`src/hdl/frx_pkg.sv`:
```
// ----------------------------------------------------------------------------
// Framed packet receiver package
// Shared types and codes for the framed packet receiver.
// ----------------------------------------------------------------------------
package frx_pkg;

    localparam int unsigned BYTE_W  = 8;
    localparam int unsigned KIND_W  = 2;
    localparam int unsigned ERR_W   = 3;
    localparam int unsigned CIDX_W  = 2;

    typedef logic [BYTE_W-1:0] t_byte;

    typedef enum logic [2:0] {
        PH_HDR1 = 3'd0,
        PH_HDR2 = 3'd1,
        PH_CMD  = 3'd2,
        PH_LEN  = 3'd3,
        PH_DATA = 3'd4,
        PH_TRL1 = 3'd5,
        PH_TRL2 = 3'd6
    } t_phase;

    typedef enum logic [KIND_W-1:0] {
        KIND_PAYLOAD = 2'd0,
        KIND_ACCEPT  = 2'd1,
        KIND_REJECT  = 2'd2
    } t_kind;

    typedef enum logic [ERR_W-1:0] {
        ERR_NONE = 3'd0,
        ERR_HDR1 = 3'd1,
        ERR_HDR2 = 3'd2,
        ERR_TRL1 = 3'd3,
        ERR_TRL2 = 3'd4
    } t_err;

    typedef enum logic [CIDX_W-1:0] {
        CFG_HDR1 = 2'd0,
        CFG_HDR2 = 2'd1,
        CFG_TRL1 = 2'd2,
        CFG_TRL2 = 2'd3
    } t_cfg_idx;

    localparam t_byte HDR1_RST = 8'hAB;
    localparam t_byte HDR2_RST = 8'hCD;
    localparam t_byte TRL1_RST = 8'hE1;
    localparam t_byte TRL2_RST = 8'hE2;

    typedef struct packed {
        t_byte hdr1;
        t_byte hdr2;
        t_byte trl1;
        t_byte trl2;
    } t_cfg;

    typedef struct packed {
        t_kind kind;
        t_err  err;
        t_byte cmd;
        t_byte len;
        t_byte data;
        t_byte idx;
        logic  last;
    } t_result;

endpackage

```
`src/hdl/frx_cfg.sv`:
```
// ----------------------------------------------------------------------------
// Framed packet receiver configuration registers
// Holds the expected header and trailer byte values.
// ----------------------------------------------------------------------------
module frx_cfg (
    input  logic             i_clk,
    input  logic             i_rst_n,
    input  logic             i_cfg_we,
    input  frx_pkg::t_cfg_idx i_cfg_index,
    input  frx_pkg::t_byte   i_cfg_data,
    output frx_pkg::t_cfg    o_cfg
);
    import frx_pkg::*;

    t_cfg r_cfg;
    t_cfg n_cfg;

    always_comb begin
        n_cfg = r_cfg;
        if (i_cfg_we) begin
            unique case (i_cfg_index)
                CFG_HDR1: n_cfg.hdr1 = i_cfg_data;
                CFG_HDR2: n_cfg.hdr2 = i_cfg_data;
                CFG_TRL1: n_cfg.trl1 = i_cfg_data;
                CFG_TRL2: n_cfg.trl2 = i_cfg_data;
                default:  n_cfg = r_cfg;
            endcase
        end
    end

    always_ff @(posedge i_clk) begin
        if (!i_rst_n) begin
            r_cfg <= '{hdr1: HDR1_RST, hdr2: HDR2_RST, trl1: TRL1_RST, trl2: TRL2_RST};
        end else begin
            r_cfg <= n_cfg;
        end
    end

    assign o_cfg = r_cfg;

endmodule

```
`src/hdl/frx_in_stage.sv`:
```
// ----------------------------------------------------------------------------
// Framed packet receiver input stage
// Registers each received item and holds it until the deframer takes it.
// ----------------------------------------------------------------------------
module frx_in_stage (
    input  logic           i_clk,
    input  logic           i_rst_n,
    input  logic           i_in_valid,
    output logic           o_in_stall,
    input  frx_pkg::t_byte i_rx_byte,
    input  logic           i_take,
    output logic           o_valid,
    output frx_pkg::t_byte o_byte
);
    import frx_pkg::*;

    logic  r_valid;
    logic  n_valid;
    t_byte r_byte;
    logic  load;

    assign o_in_stall = r_valid && !i_take;
    assign load       = i_in_valid && !o_in_stall;

    always_comb begin
        n_valid = r_valid;
        if (load) begin
            n_valid = 1'b1;
        end else if (i_take) begin
            n_valid = 1'b0;
        end
    end

    always_ff @(posedge i_clk) begin
        if (!i_rst_n) begin
            r_valid <= 1'b0;
        end else begin
            r_valid <= n_valid;
        end
    end

    always_ff @(posedge i_clk) begin
        if (load) begin
            r_byte <= i_rx_byte;
        end
    end

    assign o_valid = r_valid;
    assign o_byte  = r_byte;

endmodule

```
`src/hdl/frx_deframer.sv`:
```
// ----------------------------------------------------------------------------
// Framed packet receiver deframer
// Phase machine that parses frames and registers payload and status results.
// ----------------------------------------------------------------------------
module frx_deframer (
    input  logic            i_clk,
    input  logic            i_rst_n,
    input  frx_pkg::t_cfg   i_cfg,
    input  logic            i_valid,
    input  frx_pkg::t_byte  i_byte,
    output logic            o_take,
    output logic            o_out_valid,
    input  logic            i_out_stall,
    output frx_pkg::t_result o_result
);
    import frx_pkg::*;

    t_phase  r_phase;
    t_phase  n_phase;
    t_byte   r_cmd;
    t_byte   n_cmd;
    t_byte   r_len;
    t_byte   n_len;
    t_byte   r_count;
    t_byte   n_count;
    logic    r_out_valid;
    logic    n_out_valid;
    t_result r_result;
    t_result n_result;
    logic    emit;
    logic    last;
    logic [BYTE_W:0] count_inc;

    assign o_take    = i_valid && (!r_out_valid || !i_out_stall);
    assign count_inc = {1'b0, r_count} + {{BYTE_W{1'b0}}, 1'b1};
    assign last      = (count_inc >= {1'b0, r_len});

    always_comb begin
        n_phase  = r_phase;
        n_cmd    = r_cmd;
        n_len    = r_len;
        n_count  = r_count;
        emit     = 1'b0;
        n_result = '{kind: KIND_REJECT, err: ERR_NONE, cmd: r_cmd, len: r_len,
                     data: '0, idx: '0, last: 1'b0};
        unique case (r_phase)
            PH_HDR2: begin
                if (i_byte == i_cfg.hdr2) begin
                    n_phase = PH_CMD;
                end else begin
                    n_phase      = PH_HDR1;
                    emit         = 1'b1;
                    n_result.err = ERR_HDR2;
                    n_result.cmd = '0;
                    n_result.len = '0;
                end
            end
            PH_CMD: begin
                n_cmd   = i_byte;
                n_phase = PH_LEN;
            end
            PH_LEN: begin
                n_len   = i_byte;
                n_count = '0;
                n_phase = (i_byte == '0) ? PH_TRL1 : PH_DATA;
            end
            PH_DATA: begin
                emit          = 1'b1;
                n_result.kind = KIND_PAYLOAD;
                n_result.data = i_byte;
                n_result.idx  = r_count;
                n_result.last = last;
                n_count       = count_inc[BYTE_W-1:0];
                if (last) begin
                    n_phase = PH_TRL1;
                end
            end
            PH_TRL1: begin
                if (i_byte == i_cfg.trl1) begin
                    n_phase = PH_TRL2;
                end else begin
                    n_phase      = PH_HDR1;
                    emit         = 1'b1;
                    n_result.err = ERR_TRL1;
                end
            end
            PH_TRL2: begin
                n_phase = PH_HDR1;
                emit    = 1'b1;
                if (i_byte == i_cfg.trl2) begin
                    n_result.kind = KIND_ACCEPT;
                end else begin
                    n_result.err = ERR_TRL2;
                end
            end
            default: begin
                if (i_byte == i_cfg.hdr1) begin
                    n_phase = PH_HDR2;
                end else begin
                    n_phase      = PH_HDR1;
                    emit         = 1'b1;
                    n_result.err = ERR_HDR1;
                    n_result.cmd = '0;
                    n_result.len = '0;
                end
            end
        endcase
    end

    always_comb begin
        n_out_valid = r_out_valid;
        if (o_take) begin
            n_out_valid = emit;
        end else if (!i_out_stall) begin
            n_out_valid = 1'b0;
        end
    end

    always_ff @(posedge i_clk) begin
        if (!i_rst_n) begin
            r_phase     <= PH_HDR1;
            r_cmd       <= '0;
            r_len       <= '0;
            r_count     <= '0;
            r_out_valid <= 1'b0;
        end else begin
            r_out_valid <= n_out_valid;
            if (o_take) begin
                r_phase <= n_phase;
                r_cmd   <= n_cmd;
                r_len   <= n_len;
                r_count <= n_count;
            end
        end
    end

    always_ff @(posedge i_clk) begin
        if (o_take && emit) begin
            r_result <= n_result;
        end
    end

    assign o_out_valid = r_out_valid;
    assign o_result    = r_result;

endmodule

```
`src/hdl/framed_packet_receiver_top.sv`:
```
// ----------------------------------------------------------------------------
// Framed packet receiver top level
// Deframes header, command, length, payload and trailer bytes into results.
//
//   Channel  Handshake                 Payload
//   input    i_in_valid / o_in_stall   i_rx_byte
//   output   o_out_valid / i_out_stall o_result_kind ... o_last_payload
//   config   i_cfg_we                  i_cfg_index, i_cfg_data
//
// One item is accepted per cycle while o_in_stall is low; any result
// is held in an output register set by the phase machine.
// Reset is synchronous and active low; it restores the default header and
// trailer bytes and returns the phase machine to the header hunt.
// A stalled result holds the phase machine; one further item waits in the
// input register before the input channel stalls.
// ----------------------------------------------------------------------------
module framed_packet_receiver_top (
    input  logic                         i_clk,
    input  logic                         i_rst_n,
    input  logic                         i_in_valid,
    output logic                         o_in_stall,
    input  logic [frx_pkg::BYTE_W-1:0]   i_rx_byte,
    output logic                         o_out_valid,
    input  logic                         i_out_stall,
    output logic [frx_pkg::KIND_W-1:0]   o_result_kind,
    output logic [frx_pkg::ERR_W-1:0]    o_error_code,
    output logic [frx_pkg::BYTE_W-1:0]   o_frame_cmd,
    output logic [frx_pkg::BYTE_W-1:0]   o_frame_length,
    output logic [frx_pkg::BYTE_W-1:0]   o_payload_byte,
    output logic [frx_pkg::BYTE_W-1:0]   o_payload_index,
    output logic                         o_last_payload,
    input  logic                         i_cfg_we,
    input  logic [frx_pkg::CIDX_W-1:0]   i_cfg_index,
    input  logic [frx_pkg::BYTE_W-1:0]   i_cfg_data
);
    import frx_pkg::*;

    t_cfg    cfg;
    logic    stage_valid;
    t_byte   stage_byte;
    logic    take;
    t_result result;

    frx_cfg u_cfg (
        .i_clk       (i_clk),
        .i_rst_n     (i_rst_n),
        .i_cfg_we    (i_cfg_we),
        .i_cfg_index (t_cfg_idx'(i_cfg_index)),
        .i_cfg_data  (i_cfg_data),
        .o_cfg       (cfg)
    );

    frx_in_stage u_in_stage (
        .i_clk      (i_clk),
        .i_rst_n    (i_rst_n),
        .i_in_valid (i_in_valid),
        .o_in_stall (o_in_stall),
        .i_rx_byte  (i_rx_byte),
        .i_take     (take),
        .o_valid    (stage_valid),
        .o_byte     (stage_byte)
    );

    frx_deframer u_deframer (
        .i_clk       (i_clk),
        .i_rst_n     (i_rst_n),
        .i_cfg       (cfg),
        .i_valid     (stage_valid),
        .i_byte      (stage_byte),
        .o_take      (take),
        .o_out_valid (o_out_valid),
        .i_out_stall (i_out_stall),
        .o_result    (result)
    );

    assign o_result_kind   = result.kind;
    assign o_error_code    = result.err;
    assign o_frame_cmd     = result.cmd;
    assign o_frame_length  = result.len;
    assign o_payload_byte  = result.data;
    assign o_payload_index = result.idx;
    assign o_last_payload  = result.last;

endmodule
```
`config.mk`:
```
export PLATFORM = sky130hd
export DESIGN_NAME = framed_packet_receiver_top
export DESIGN_NICKNAME = d
export VERILOG_FILES = /design/src/hdl/frx_pkg.sv /design/src/hdl/frx_cfg.sv /design/src/hdl/frx_in_stage.sv /design/src/hdl/frx_deframer.sv /design/src/hdl/framed_packet_receiver_top.sv
export SDC_FILE = /design/constraint.sdc
export NUM_CORES = 1
export LEC_CHECK = 0
export BUFFER_PORTS_ARGS = -buffer_cell sky130_fd_sc_hd__buf_4
export CAP_MARGIN = 5
export CORE_MARGIN = 4
export CORE_UTILIZATION = 40
export CTS_CLUSTER_DIAMETER = 120
export DETAILED_ROUTE_END_ITERATION = 10
export PLACE_DENSITY = 0.69
export SLEW_MARGIN = 40
export SYNTH_ARGS = -nofsm -noshare
export SYNTH_HDL_FRONTEND = slang
export SYNTH_SLANG_ARGS = --single-unit
```
`constraint.sdc`:
```
create_clock -name i_clk -period 5.1 [get_ports i_clk]
set_input_delay 0.51 -clock i_clk [delete_from_list [all_inputs] [get_ports i_clk]]
set_output_delay 0.51 -clock i_clk [all_outputs]
set_load 0.02 [all_outputs]
```
==> qor.csv, run 1 <==
stage;metric;value;unit
timing;max-slew-margin-rel;50.26;%
placement;port-buffer-count;62;
power;cell_internal_pwr;1.371;mW
final_layout;final_cell_utilization_of_the_core;47.94;%
clock_tree;tritoncts_num_sinks;107;
yosys;postSynthAreaPerCell;10.32;µm²
timing;tightest_slew;0.7446;ns
setup_path;critPathSlowestCell;sky130_fd_sc_hd__edfxtp_1;
setup_path;max_stage_delay;0.57;ns
clock_tree;post-cts-setup-buffers;0;
clock_tree;clock_latency;0.34;ns
timing;grt_setup_unrepaired;false;
yosys;synth_ff_type;sky130_fd_sc_hd__dfxtp_1;
detailed_routing;vias;3458;
detailed_routing;routedWlPerCell;15.64;µm
global_routing;gr-usage-met3;3.466;%
placement;placed_cell_area;5433;µm²
detailed_routing;finalWirelength;10.57;mm
global_routing;grt_most_used_layer;met2;
setup_path;most_frequent_cp_cell;sky130_fd_sc_hd__nor4_1;
timing;final_hold_viol_count;0;
power;peakVddDrop;145.2;µV
yosys;seq_total_area_yosys;52.85;%
setup_path;crit_path_max_fanout;33;
power;p_sw_share;23.65;%
job;maxCapViolCount;0;
detailed_routing;drcViolationCount;0;
detailed_routing;via_per_inst;5.115;
floorplan;die_area;14150;µm²
clock_tree;cts_tree;built;
yosys;synth.yosys.warnings;0;
final_layout;layout.cell_area.non_filler;5758;µm²
yosys;synth_top_area_share;28.05;%
power;share_comb_of_total_power;7.0;%
power;power_density;311.9;nW/µm²
power;share_seq_of_total_power;52.6;%
setup_path;worst-path-buf-inv;1;
final_layout;layout.cells.most_common_list;sky130_fd_sc_hd__nand2_1 (83), sky130_fd_sc_hd__buf_4 (63), sky130_fd_sc_hd__dfxtp_1 (61);
setup_path;worstPathRequired;5.10;ns
yosys;synth_cell_type_count;50;
timing;fin_setup_tns;0;ns
detailed_routing;drt-pass1-iter-count;4;
yosys;syn-cell-area;4925;µm²
global_routing;grt_first_pass_wirelength;17.62;mm
setup_path;crit_path_start_kind;register;
placement;dp_hpwl;7.744;mm
global_routing;groute.layer.met2.usage;25.65;%
clock_tree;clk_pin_slew;0.07;ns
setup_path;critical_path.top_delay_family;simple AND/OR/NAND/NOR gates;
clock_tree;cts_root_buf;sky130_fd_sc_hd__clkbuf_16;
global_routing;track_usage;15.70;%
yosys;synth_top_cells_by_area;sky130_fd_sc_hd__edfxtp_1 (28%), sky130_fd_sc_hd__dfxtp_1 (25%), sky130_fd_sc_hd__nand2_1 (6.3%);
global_routing;grtUsageMet1;19.61;%
yosys;synth_nets;509;
floorplan;core_area;12010;µm²
timing;finalClockSkew;0.01193;ns
floorplan;io_pins;63;
final_layout;final_common_cell;sky130_fd_sc_hd__nand2_1;
final_layout;antenna_diode_instance_count;0;
status;outcome;finished, final reports clean;
timing;setup_viol;0;
clock_tree;cts_htree_levels;3;
power;leakage;2.295;nW
yosys;postSynthRegisterBits;107;
floorplan;floorplan.initialDensity;41.00;%
timing;final.hold.worst_slack;0.3424;ns
timing;fmaxAchievable;374.2;MHz
detailed_routing;drtAntennaViolNets;0;
setup_path;timing.reg2reg.worst_path_depth;7;
final_layout;final.fill_count;1111;
floorplan;placementRows;40;
floorplan;die_w;119.0;µm
global_routing;vias_in_the_first_global_route;3506;
setup_path;setup.worst_path.class;reg2reg;
timing;layout_worst_path_cycle_share;52.40;%
setup_path;number_of_cells_on_the_critical_path;7;
global_routing;grt_overflow;0;
timing;total_count_of_max_transition_violations_in_the_final_report;0;
global_routing;largest_net_degree_at_the_start_of_global_routing;64;
clock_tree;post_cts.resized_instances;0;
final_layout;fin_nets;556;
power;post-layout-total-power;1.796;mW
timing;min_period;2.672;ns
yosys;netlist.top_cell.by_area;sky130_fd_sc_hd__edfxtp_1;
power;p_switching;0.4247;mW
final_layout;layout-drive-gt1-share;18.15;%
hold_path;min_path_type;in2reg;
clock_tree;cts_hold_buffers;0;
yosys;synth-edff-count;46;
yosys;ys_async_sr_fraction;0;%
final_layout;synthToLayoutAreaGrowth;16.92;%
hold_path;min_path_cells;1;
power;share_clk_of_total_power;40.4;%
clock_tree;number_of_buffers_added_by_the_clock_tree_synthesis_step;9;
setup_path;critPathCaptureType;register;
setup_path;list_of_cells_traversed_by_the_critical_path;xor2_1 -> nor4_1 -> nand2_1 -> nor4_1 -> a211o_1 -> nor3_2 -> buf_4;
yosys;netlist_instances;477;
detailed_routing;drt_iter0_markers;177;
placement;gp_routability_congestion;0.8253;
clock_tree;ctsLongestPathBuffers;2;
global_routing;antenna_found_initial;0;
floorplan;fp.dieH;119.0;µm
setup_path;worstPathArrival;2.67;ns
-- registers in the layout (all words and copies together), names as in the netlist --
register,flops
u_cfg.o_cfg,32
u_deframer.o_out_valid,1
u_deframer.o_result,38
u_deframer.r_cmd,8
u_deframer.r_count,8
u_deframer.r_len,8
u_deframer.r_phase,3
u_in_stage.o_byte,8
u_in_stage.o_valid,1
-- cells in the mapped netlist (3+ instances only) --
| library cell | number |
|---|---|
| sky130_fd_sc_hd__and3_1 | 5 |
| sky130_fd_sc_hd__clkbuf_1 | 14 |
| sky130_fd_sc_hd__a21boi_0 | 14 |
| sky130_fd_sc_hd__buf_2 | 5 |
| sky130_fd_sc_hd__nor3_1 | 8 |
| sky130_fd_sc_hd__o21ai_0 | 6 |
| sky130_fd_sc_hd__nor4_1 | 9 |
| sky130_fd_sc_hd__xnor2_2 | 3 |
| sky130_fd_sc_hd__ha_1 | 9 |
| sky130_fd_sc_hd__mux2i_1 | 16 |
| sky130_fd_sc_hd__and2_1 | 33 |
| sky130_fd_sc_hd__nand2b_1 | 3 |
| sky130_fd_sc_hd__nor2b_1 | 27 |
| sky130_fd_sc_hd__a21oi_1 | 12 |
| sky130_fd_sc_hd__xor2_1 | 18 |
| sky130_fd_sc_hd__inv_1 | 8 |
| sky130_fd_sc_hd__nand4_1 | 3 |
| sky130_fd_sc_hd__nand2_1 | 83 |
| sky130_fd_sc_hd__xnor2_1 | 17 |
| sky130_fd_sc_hd__o21a_1 | 3 |
| sky130_fd_sc_hd__nand3_1 | 24 |
| sky130_fd_sc_hd__a31oi_1 | 3 |
| sky130_fd_sc_hd__nor2_1 | 9 |
| sky130_fd_sc_hd__dfxtp_1 | 61 |
| sky130_fd_sc_hd__edfxtp_1 | 46 |
| sky130_fd_sc_hd__nand3_2 | 3 |
| sky130_fd_sc_hd__buf_6 | 6 |
-- stage by stage --
| step | setup WS (ns) | instances |
|---|---|---|
| 6_report | 2.428 | 676 |
| 4_1_cts | 2.409 | 676 |
| 3_5_place_dp | 2.418 | 660 |
| 3_3_place_gp | 2.536 | 660 |
| 2_1_floorplan | 0.8305 | 477 |
| 5_1_grt | 2.222 | 676 |
-- power groups by stage --
stage	sequential, mW	combinational [mW]	clock [mW]
2_1_floorplan	0.967	0.0735	0
3_3_place_gp	0.964	0.123	0
3_5_place_dp	0.965	0.126	0
4_1_cts	0.946	0.127	0.745
5_1_grt	0.949	0.138	0.776
6_report	0.945	0.126	0.725
-- cells by family after synthesis --
kind of cell	synth area share (%)
and+or+nand+nor	22.71
DFF	52.85
AOI/OAI and AO/OA	7.673
muxes	3.252
buffers and inverters	4.014
xor gates and xnor gates	7.215
adders and majority gates	2.287
-- final timing paths --
check,slack (ns),end,from
min,0.34,u_in_stage.o_byte[2]$_DFFE_PP_,i_rx_byte[2]
min reg2reg,0.49,u_cfg.o_cfg[8]$_SDFFE_PN1P_,u_cfg.o_cfg[8]$_SDFFE_PN1P_
max reg2reg,2.43,u_deframer.o_result[14]$_SDFFCE_PN0P_,u_in_stage.o_byte[5]$_DFFE_PP_
max,2.43,u_deframer.o_result[14]$_SDFFCE_PN0P_,u_in_stage.o_byte[5]$_DFFE_PP_
-- layer usage --
layer  wire, µm  share of wire, %
met3        377               3.6
met2       4995                47
met5          0                 0
met1       4832                46
met4        366               3.5
-- area by class of cell --
type	count	area, µm²	area share [%]
repair buffers	63	473.0	8.214
flip-flops and latches	107	2603	45.20
clock inverters	7	95.09	1.651
well taps	147	183.9	3.194
clock buffers	9	225.2	3.911
multi-input cells	333	2141	37.18
inverters	10	37.54	0.6519
-- worst reg2reg max path: cells and delay by family (launching register included) --
family	cells	cell delay, ns
xor gates and xnor gates	1	0.23
AOI/OAI and AO/OA	1	0.32
and+or+nand+nor	4	0.71
DFF	1	0.57
buffers and inverters	1	0.46
Note: power is estimated with default switching activity, not from simulation.
==> inputs of run 2 (changes only) <==
Clock period 5.1 ns to 2.7 ns, I/O delays scaled along.
==> run 2 against run 1 <==
First-iteration DRC count shrank 6.2%. Worst hold slack got worse by 0.24 ns. Die area did not move. Critical path type unchanged. Critical path depth is 1 lower. Sequential share of layout area is 0.069 points lower. Critical endpoint is now u_deframer.o_result[5]$_SDFFCE_PN0P_. Clock power is 81% higher. Setup slack got worse by 2.1 ns. Largest power group unchanged. Flip-flop and latch count did not move. Combinational power grew 90%. Core utilization rose by 0.073 points.
==> qor.csv, run 2 (synthesis results as in run 1) <==
stage;metric;value;unit;change
global_routing;track_usage;15.40;%;-0.30 points
timing;grt_setup_unrepaired;false;;
final_layout;layout-drive-gt1-share;18.08;%;-0.068 points
detailed_routing;routedLengthMet1;4.690;mm;-2.9%
floorplan;fp.dieH;119.0;µm;unchanged
global_routing;antenna_found_initial;0;;unchanged
clock_tree;tritoncts_num_sinks;107;;unchanged
timing;layout_worst_path_cycle_share;86.05;%;+34 points
job;maxCapViolCount;0;;unchanged
placement;port-buffer-count;62;;unchanged
detailed_routing;wl_met2;5.151;mm;+3.1%
final_layout;final-instance-count-excl-fill;678;;+0.30%
detailed_routing;vias;3436;;-0.64%
detailed_routing;drcViolationCount;0;;unchanged
final_layout;layout.cells.most_common_list;sky130_fd_sc_hd__nand2_1 (83), sky130_fd_sc_hd__buf_4 (64), sky130_fd_sc_hd__dfxtp_1 (61);;
clock_tree;ctsLongestPathBuffers;2;;unchanged
global_routing;grt_overflow;0;;unchanged
timing;fmaxAchievable;430.4;MHz;+15%
timing;min_period;2.323;ns;-0.3490 ns
setup_path;crit_path_max_fanout;38;;+15%
power;peakVddDrop;294.2;µV;+100%
timing;max-slew-margin-rel;56.90;%;+6.6 points
timing;setup_viol;0;;unchanged
floorplan;io_pins;63;;unchanged
final_layout;layout.cell_area.non_filler;5767;µm²;+0.15%
clock_tree;number_of_buffers_added_by_the_clock_tree_synthesis_step;9;;unchanged
clock_tree;clk_pin_slew;0.07;ns;about the same
detailed_routing;wl_met3;507;µm;+34%
final_layout;final_common_cell;sky130_fd_sc_hd__nand2_1;;
timing;finalClockSkew;0.01112;ns;-0.0008101 ns
setup_path;worstPathArrival;2.41;ns;-0.26 ns
power;leakage;2.301;nW;+0.27%
clock_tree;cts_htree_levels;3;;unchanged
detailed_routing;via_per_inst;5.068;;-0.93%
setup_path;crit_path_start_kind;register;;
floorplan;core_area;12010;µm²;unchanged
final_layout;final.fill_count;1122;;+0.99%
floorplan;die_area;14150;µm²;unchanged
placement;gp_routability_congestion;0.8591;;+4.1%
clock_tree;cts_tree;built;;
detailed_routing;drt-pass1-iter-count;4;;unchanged
clock_tree;post-cts-setup-buffers;0;;unchanged
placement;dp_hpwl;7.372;mm;-4.8%
floorplan;placementRows;40;;unchanged
power;post-layout-total-power;3.340;mW;+86%
detailed_routing;routed.top_layer;met4;;
setup_path;setup.worst_path.class;reg2reg;;
timing;final_hold_viol_count;0;;unchanged
timing;tightest_slew;0.6452;ns;-0.09940 ns
placement;pre_cts_slack;0.3839;ns;-2.035 ns
power;power_density;579.2;nW/µm²;+86%
clock_tree;post_cts.resized_instances;0;;unchanged
status;outcome;finished, final reports clean;;
global_routing;grt_first_pass_wirelength;17.26;mm;-2.0%
setup_path;worstPathRequired;2.79;ns;-2.31 ns
final_layout;synthToLayoutAreaGrowth;17.10;%;
detailed_routing;finalWirelength;10.55;mm;-0.19%
detailed_routing;drtAntennaViolNets;0;;unchanged
final_layout;final_cell_utilization_of_the_core;48.01;%;+0.073 points
timing;fin_setup_tns;0;ns;unchanged
detailed_routing;drt_iter0_markers;166;;-6.2%
hold_path;min_path_type;in2reg;;
timing;final_critical_path_setup_slack;0.3768;ns;-2.051 ns
final_layout;largest_register_ffs;38;;unchanged
placement;place.detailed.instances;662;;+0.30%
floorplan;die_w;119.0;µm;unchanged
global_routing;largest_net_degree_at_the_start_of_global_routing;64;;unchanged
final_layout;fin_nets;558;;+0.36%
floorplan;floorplan.initialDensity;41.00;%;unchanged
placement;placed_cell_area;5460;µm²;+0.51%
detailed_routing;routedWlPerCell;15.56;µm;-0.48%
clock_tree;cts_hold_buffers;0;;unchanged
timing;final.hold.worst_slack;0.1025;ns;-0.2398 ns
timing;total_count_of_max_transition_violations_in_the_final_report;0;;unchanged
final_layout;antenna_diode_instance_count;0;;unchanged
setup_path;critPathCaptureType;register;;
clock_tree;cts_root_buf;sky130_fd_sc_hd__clkbuf_16;;
global_routing;vias_in_the_first_global_route;3398;;-3.1%
clock_tree;clock_latency;0.35;ns;about the same
-- run 2: layer usage --
| layer | vias to the layer above | GRT usage [%] |
|---|---|---|
| met5 | - | 0 |
| met4 | 0 | 5.793 |
| met3 | 17 | 4.321 |
| met2 | 83 | 25.44 |
| met1 | 1612 | 19.19 |
| li1 | 1724 | - |
-- run 2: critical path: stages, from the launching register on --
cell and delay, ns:
sky130_fd_sc_hd__edfxtp_1 0.61, sky130_fd_sc_hd__xnor2_1 0.26, sky130_fd_sc_hd__nand4_2 0.17, sky130_fd_sc_hd__nor4_1 0.51
sky130_fd_sc_hd__a211o_1 0.24, sky130_fd_sc_hd__nor3_4 0.06, sky130_fd_sc_hd__buf_12 0.20
-- run 2: final cells by class --
class                   count  area (µm²)  area share [%]
repair buffers             65       500.5           8.679
multi-input cells         333        2141           37.12
flip-flops and latches    107        2603           45.13
well taps                 147       183.9           3.189
clock buffers              14       285.3           4.947
inverters                  10       37.54          0.6509
clock inverters             2       16.27          0.2821
-- run 2: final timing paths --
check | from | to | slack [ns] | cells after the start
max reg2reg | u_in_stage.o_byte[0]$_DFFE_PP_ | u_deframer.o_result[5]$_SDFFCE_PN0P_ | 0.38 | 6
min | i_rx_byte[3] | u_in_stage.o_byte[3]$_DFFE_PP_ | 0.10 | 1
min reg2reg | u_cfg.o_cfg[7]$_SDFFE_PN1P_ | u_cfg.o_cfg[7]$_SDFFE_PN1P_ | 0.49 | 2
max | u_in_stage.o_byte[0]$_DFFE_PP_ | u_deframer.o_result[5]$_SDFFCE_PN0P_ | 0.38 | 6
-- run 2: report_power, final --
group	switching [mW]	total, mW	internal, mW	leakage, nW
registers	0.0513	1.79	1.74	0.923
clock network	0.575	1.31	0.737	0.145
logic	0.131	0.240	0.110	1.23
==> inputs of run 3 (changes only) <==
Settings changed: CAP_MARGIN 5 to 20, CORE_ASPECT_RATIO from default to 0.5.
==> run 3 against run 2 <==
First-iteration DRC count is 17% higher. Via count stayed put. Critical path depth is 5 higher. Highest routed layer unchanged.
==> qor.csv, run 3 (synthesis results as in run 1) <==
stage;metric;value;unit;change
timing;setup_viol;0;;unchanged
placement;port-buffer-count;62;;unchanged
floorplan;die_area;14260;µm²;+0.76%
setup_path;setup.worst_path.class;reg2reg;;
setup_path;list_of_cells_traversed_by_the_critical_path;ha_1 -> nand3_2 -> inv_2 -> nand3_1 -> xnor2_1 -> ha_1 -> nand2_1 -> o21ai_0 -> nand2_1 -> a311o_1 -> a2bb2oi_1;;
placement;gp_routability_congestion;0.8038;;-6.4%
clock_tree;number_of_buffers_added_by_the_clock_tree_synthesis_step;9;;unchanged
floorplan;core_area;11910;µm²;-0.83%
global_routing;largest_net_degree_at_the_start_of_global_routing;64;;unchanged
global_routing;grt_overflow;0;;unchanged
timing;final_critical_path_setup_slack;0.3582;ns;-0.01859 ns
final_layout;layout-drive-gt1-share;18.46;%;+0.38 points
global_routing;grt_first_pass_wirelength;17.45;mm;+1.1%
clock_tree;post_cts.resized_instances;0;;unchanged
detailed_routing;drcViolationCount;0;;unchanged
floorplan;die_w;164.9;µm;+39%
setup_path;critPathSlowestCell;sky130_fd_sc_hd__dfxtp_1;;
timing;fmaxAchievable;427.0;MHz;-0.79%
detailed_routing;via_per_inst;4.937;;-2.6%
setup_path;worstPathRequired;2.99;ns;+0.20 ns
setup_path;max_stage_delay;0.43;ns;-0.18 ns
final_layout;layout.cells.most_common_list;sky130_fd_sc_hd__nand2_1 (83), sky130_fd_sc_hd__buf_4 (65), sky130_fd_sc_hd__dfxtp_1 (61);;
job;maxCapViolCount;0;;unchanged
detailed_routing;drt-pass1-iter-count;4;;unchanged
global_routing;vias_in_the_first_global_route;3349;;-1.4%
clock_tree;ctsLongestPathBuffers;2;;unchanged
final_layout;final_common_cell;sky130_fd_sc_hd__nand2_1;;
final_layout;synthToLayoutAreaGrowth;16.97;%;
timing;max-slew-margin-rel;55.08;%;-1.8 points
global_routing;antenna_found_initial;0;;unchanged
status;outcome;finished, final reports clean;;
timing;finalClockSkew;0.009464;ns;-0.001652 ns
clock_tree;cts_tree;built;;
clock_tree;cts_htree_levels;3;;unchanged
clock_tree;post-cts-setup-buffers;0;;unchanged
placement;dp_hpwl;7.755;mm;+5.2%
setup_path;critical_path.top_delay_family;adder cells;;
hold_path;hold_end;u_in_stage.o_byte[3]$_DFFE_PP_;;
timing;fin_setup_tns;0;ns;unchanged
clock_tree;cts_hold_buffers;0;;unchanged
hold_path;min_path_type;in2reg;;
final_layout;antenna_diode_instance_count;0;;unchanged
floorplan;floorplan.initialDensity;41.34;%;+0.34 points
setup_path;worst_r2r_startpoint;u_deframer.r_count[0]$_SDFFE_PN0P_;;
timing;tightest_slew;0.6724;ns;+0.02718 ns
power;peakVddDrop;301.3;µV;+2.4%
placement;pre_cts_slack;0.3693;ns;-0.01462 ns
floorplan;io_pins;63;;unchanged
floorplan;placementRows;28;;-30%
timing;layout_worst_path_cycle_share;86.73;%;+0.69 points
setup_path;crit_path_start_kind;register;;
clock_tree;clk_pin_slew;0.07;ns;about the same
setup_path;timing.rr.end;u_deframer.r_phase[0]$_SDFFE_PN0P_;;
final_layout;fin_nets;558;;unchanged
detailed_routing;vias;3436;;unchanged
power;power_density;570.1;nW/µm²;-1.6%
timing;total_count_of_max_transition_violations_in_the_final_report;0;;unchanged
detailed_routing;drt_iter0_markers;194;;+17%
hold_path;startpoint_of_the_worst_hold_path;i_rx_byte[3];;
setup_path;timing.reg2reg.worst_path_depth;11;;+5
floorplan;fp.dieH;86.46;µm;-27%
detailed_routing;drtAntennaViolNets;0;;unchanged
setup_path;ff2ff_setup_slack;0.36;ns;-0.02 ns
timing;final_hold_viol_count;0;;unchanged
final_layout;largest_register_ffs;38;;unchanged
detailed_routing;finalWirelength;10.77;mm;+2.1%
setup_path;crit_path_max_fanout;6;;-84%
timing;min_period;2.342;ns;+0.01859 ns
global_routing;track_usage;15.88;%;+0.48 points
detailed_routing;routedWlPerCell;15.47;µm;-0.57%
setup_path;critPathCaptureType;register;;
setup_path;worst-path-buf-inv;1;;unchanged
timing;final.hold.worst_slack;0.09161;ns;-0.01094 ns
clock_tree;tritoncts_num_sinks;107;;unchanged
clock_tree;clock_latency;0.35;ns;about the same
setup_path;worstPathArrival;2.63;ns;+0.22 ns
timing;grt_setup_unrepaired;false;;
hold_path;min_path_cells;1;;unchanged
power;leakage;2.288;nW;-0.55%
clock_tree;cts_root_buf;sky130_fd_sc_hd__clkbuf_16;;
run 3: worst reg2reg max path: cells and delay by family (launching register included):
family | cells | cell delay, ns
fa+ha+maj | 2 | 0.59
compound gates | 3 | 0.57
simple gates | 4 | 0.43
flops | 1 | 0.43
xor+xnor | 1 | 0.18
buf+inv | 1 | 0.08
run 3: how the worst max path moves through the flow:
stage	startpoint	end	slack, ns	depth (start not counted)
after floorplan	u_in_stage.o_byte[5]$_DFFE_PP_	u_deframer.o_result[0]$_SDFFCE_PN0P_	0.14	7
after global placement	u_deframer.r_count[0]$_SDFFE_PN0P_	u_deframer.r_phase[0]$_SDFFE_PN0P_	0.44	11
after detailed placement	u_deframer.r_count[0]$_SDFFE_PN0P_	u_deframer.r_phase[0]$_SDFFE_PN0P_	0.37	11
after CTS	u_deframer.r_count[0]$_SDFFE_PN0P_	u_deframer.r_phase[0]$_SDFFE_PN0P_	0.35	11
after global routing	u_deframer.r_count[2]$_SDFFE_PN0P_	u_deframer.r_phase[0]$_SDFFE_PN0P_	0.13	9
final	u_deframer.r_count[0]$_SDFFE_PN0P_	u_deframer.r_phase[0]$_SDFFE_PN0P_	0.36	11
run 3: layer usage:
metal  global-route usage [%]  up-vias  routed length [µm]
li1                         -     1732                   -
met1                    22.88     1605                5311
met2                    22.99       88                4635
met3                    4.656       11                 680
met4                    5.132        0                 141
met5                        0        -                   0
run 3: stage by stage:
stage / util [%] / instances / total power [mW] / cell area (µm²)
floorplan: - / 477 / 1.966 / 4936
global placement: 45.92 / 680 / 2.062 / 5470
detailed placement: 45.92 / 680 / 2.067 / 5470
CTS: 48.32 / 696 / 3.318 / 5756
global route: 48.36 / 696 / 3.415 / 5761
finish: 48.36 / 696 / 3.284 / 5761
run 3: final cells by class:
| class | count | area, µm² |
|---|---|---|
| Tap cell | 165 | 206.4 |
| Clock inverter | 6 | 46.29 |
| Fill cell | 1148 | 6151 |
| Clock buffer | 10 | 239.0 |
| Multi-Input combinational cell | 333 | 2141 |
| Timing Repair Buffer | 65 | 488.0 |
| Inverter | 10 | 37.54 |
| Sequential cell | 107 | 2603 |
run 3: report_power, final:
group          leakage, nW  switching, mW  total, mW  internal, mW
Combinational         1.23          0.131      0.239         0.108
Sequential           0.923         0.0521       1.79          1.74
Clock                0.136          0.597       1.26         0.659
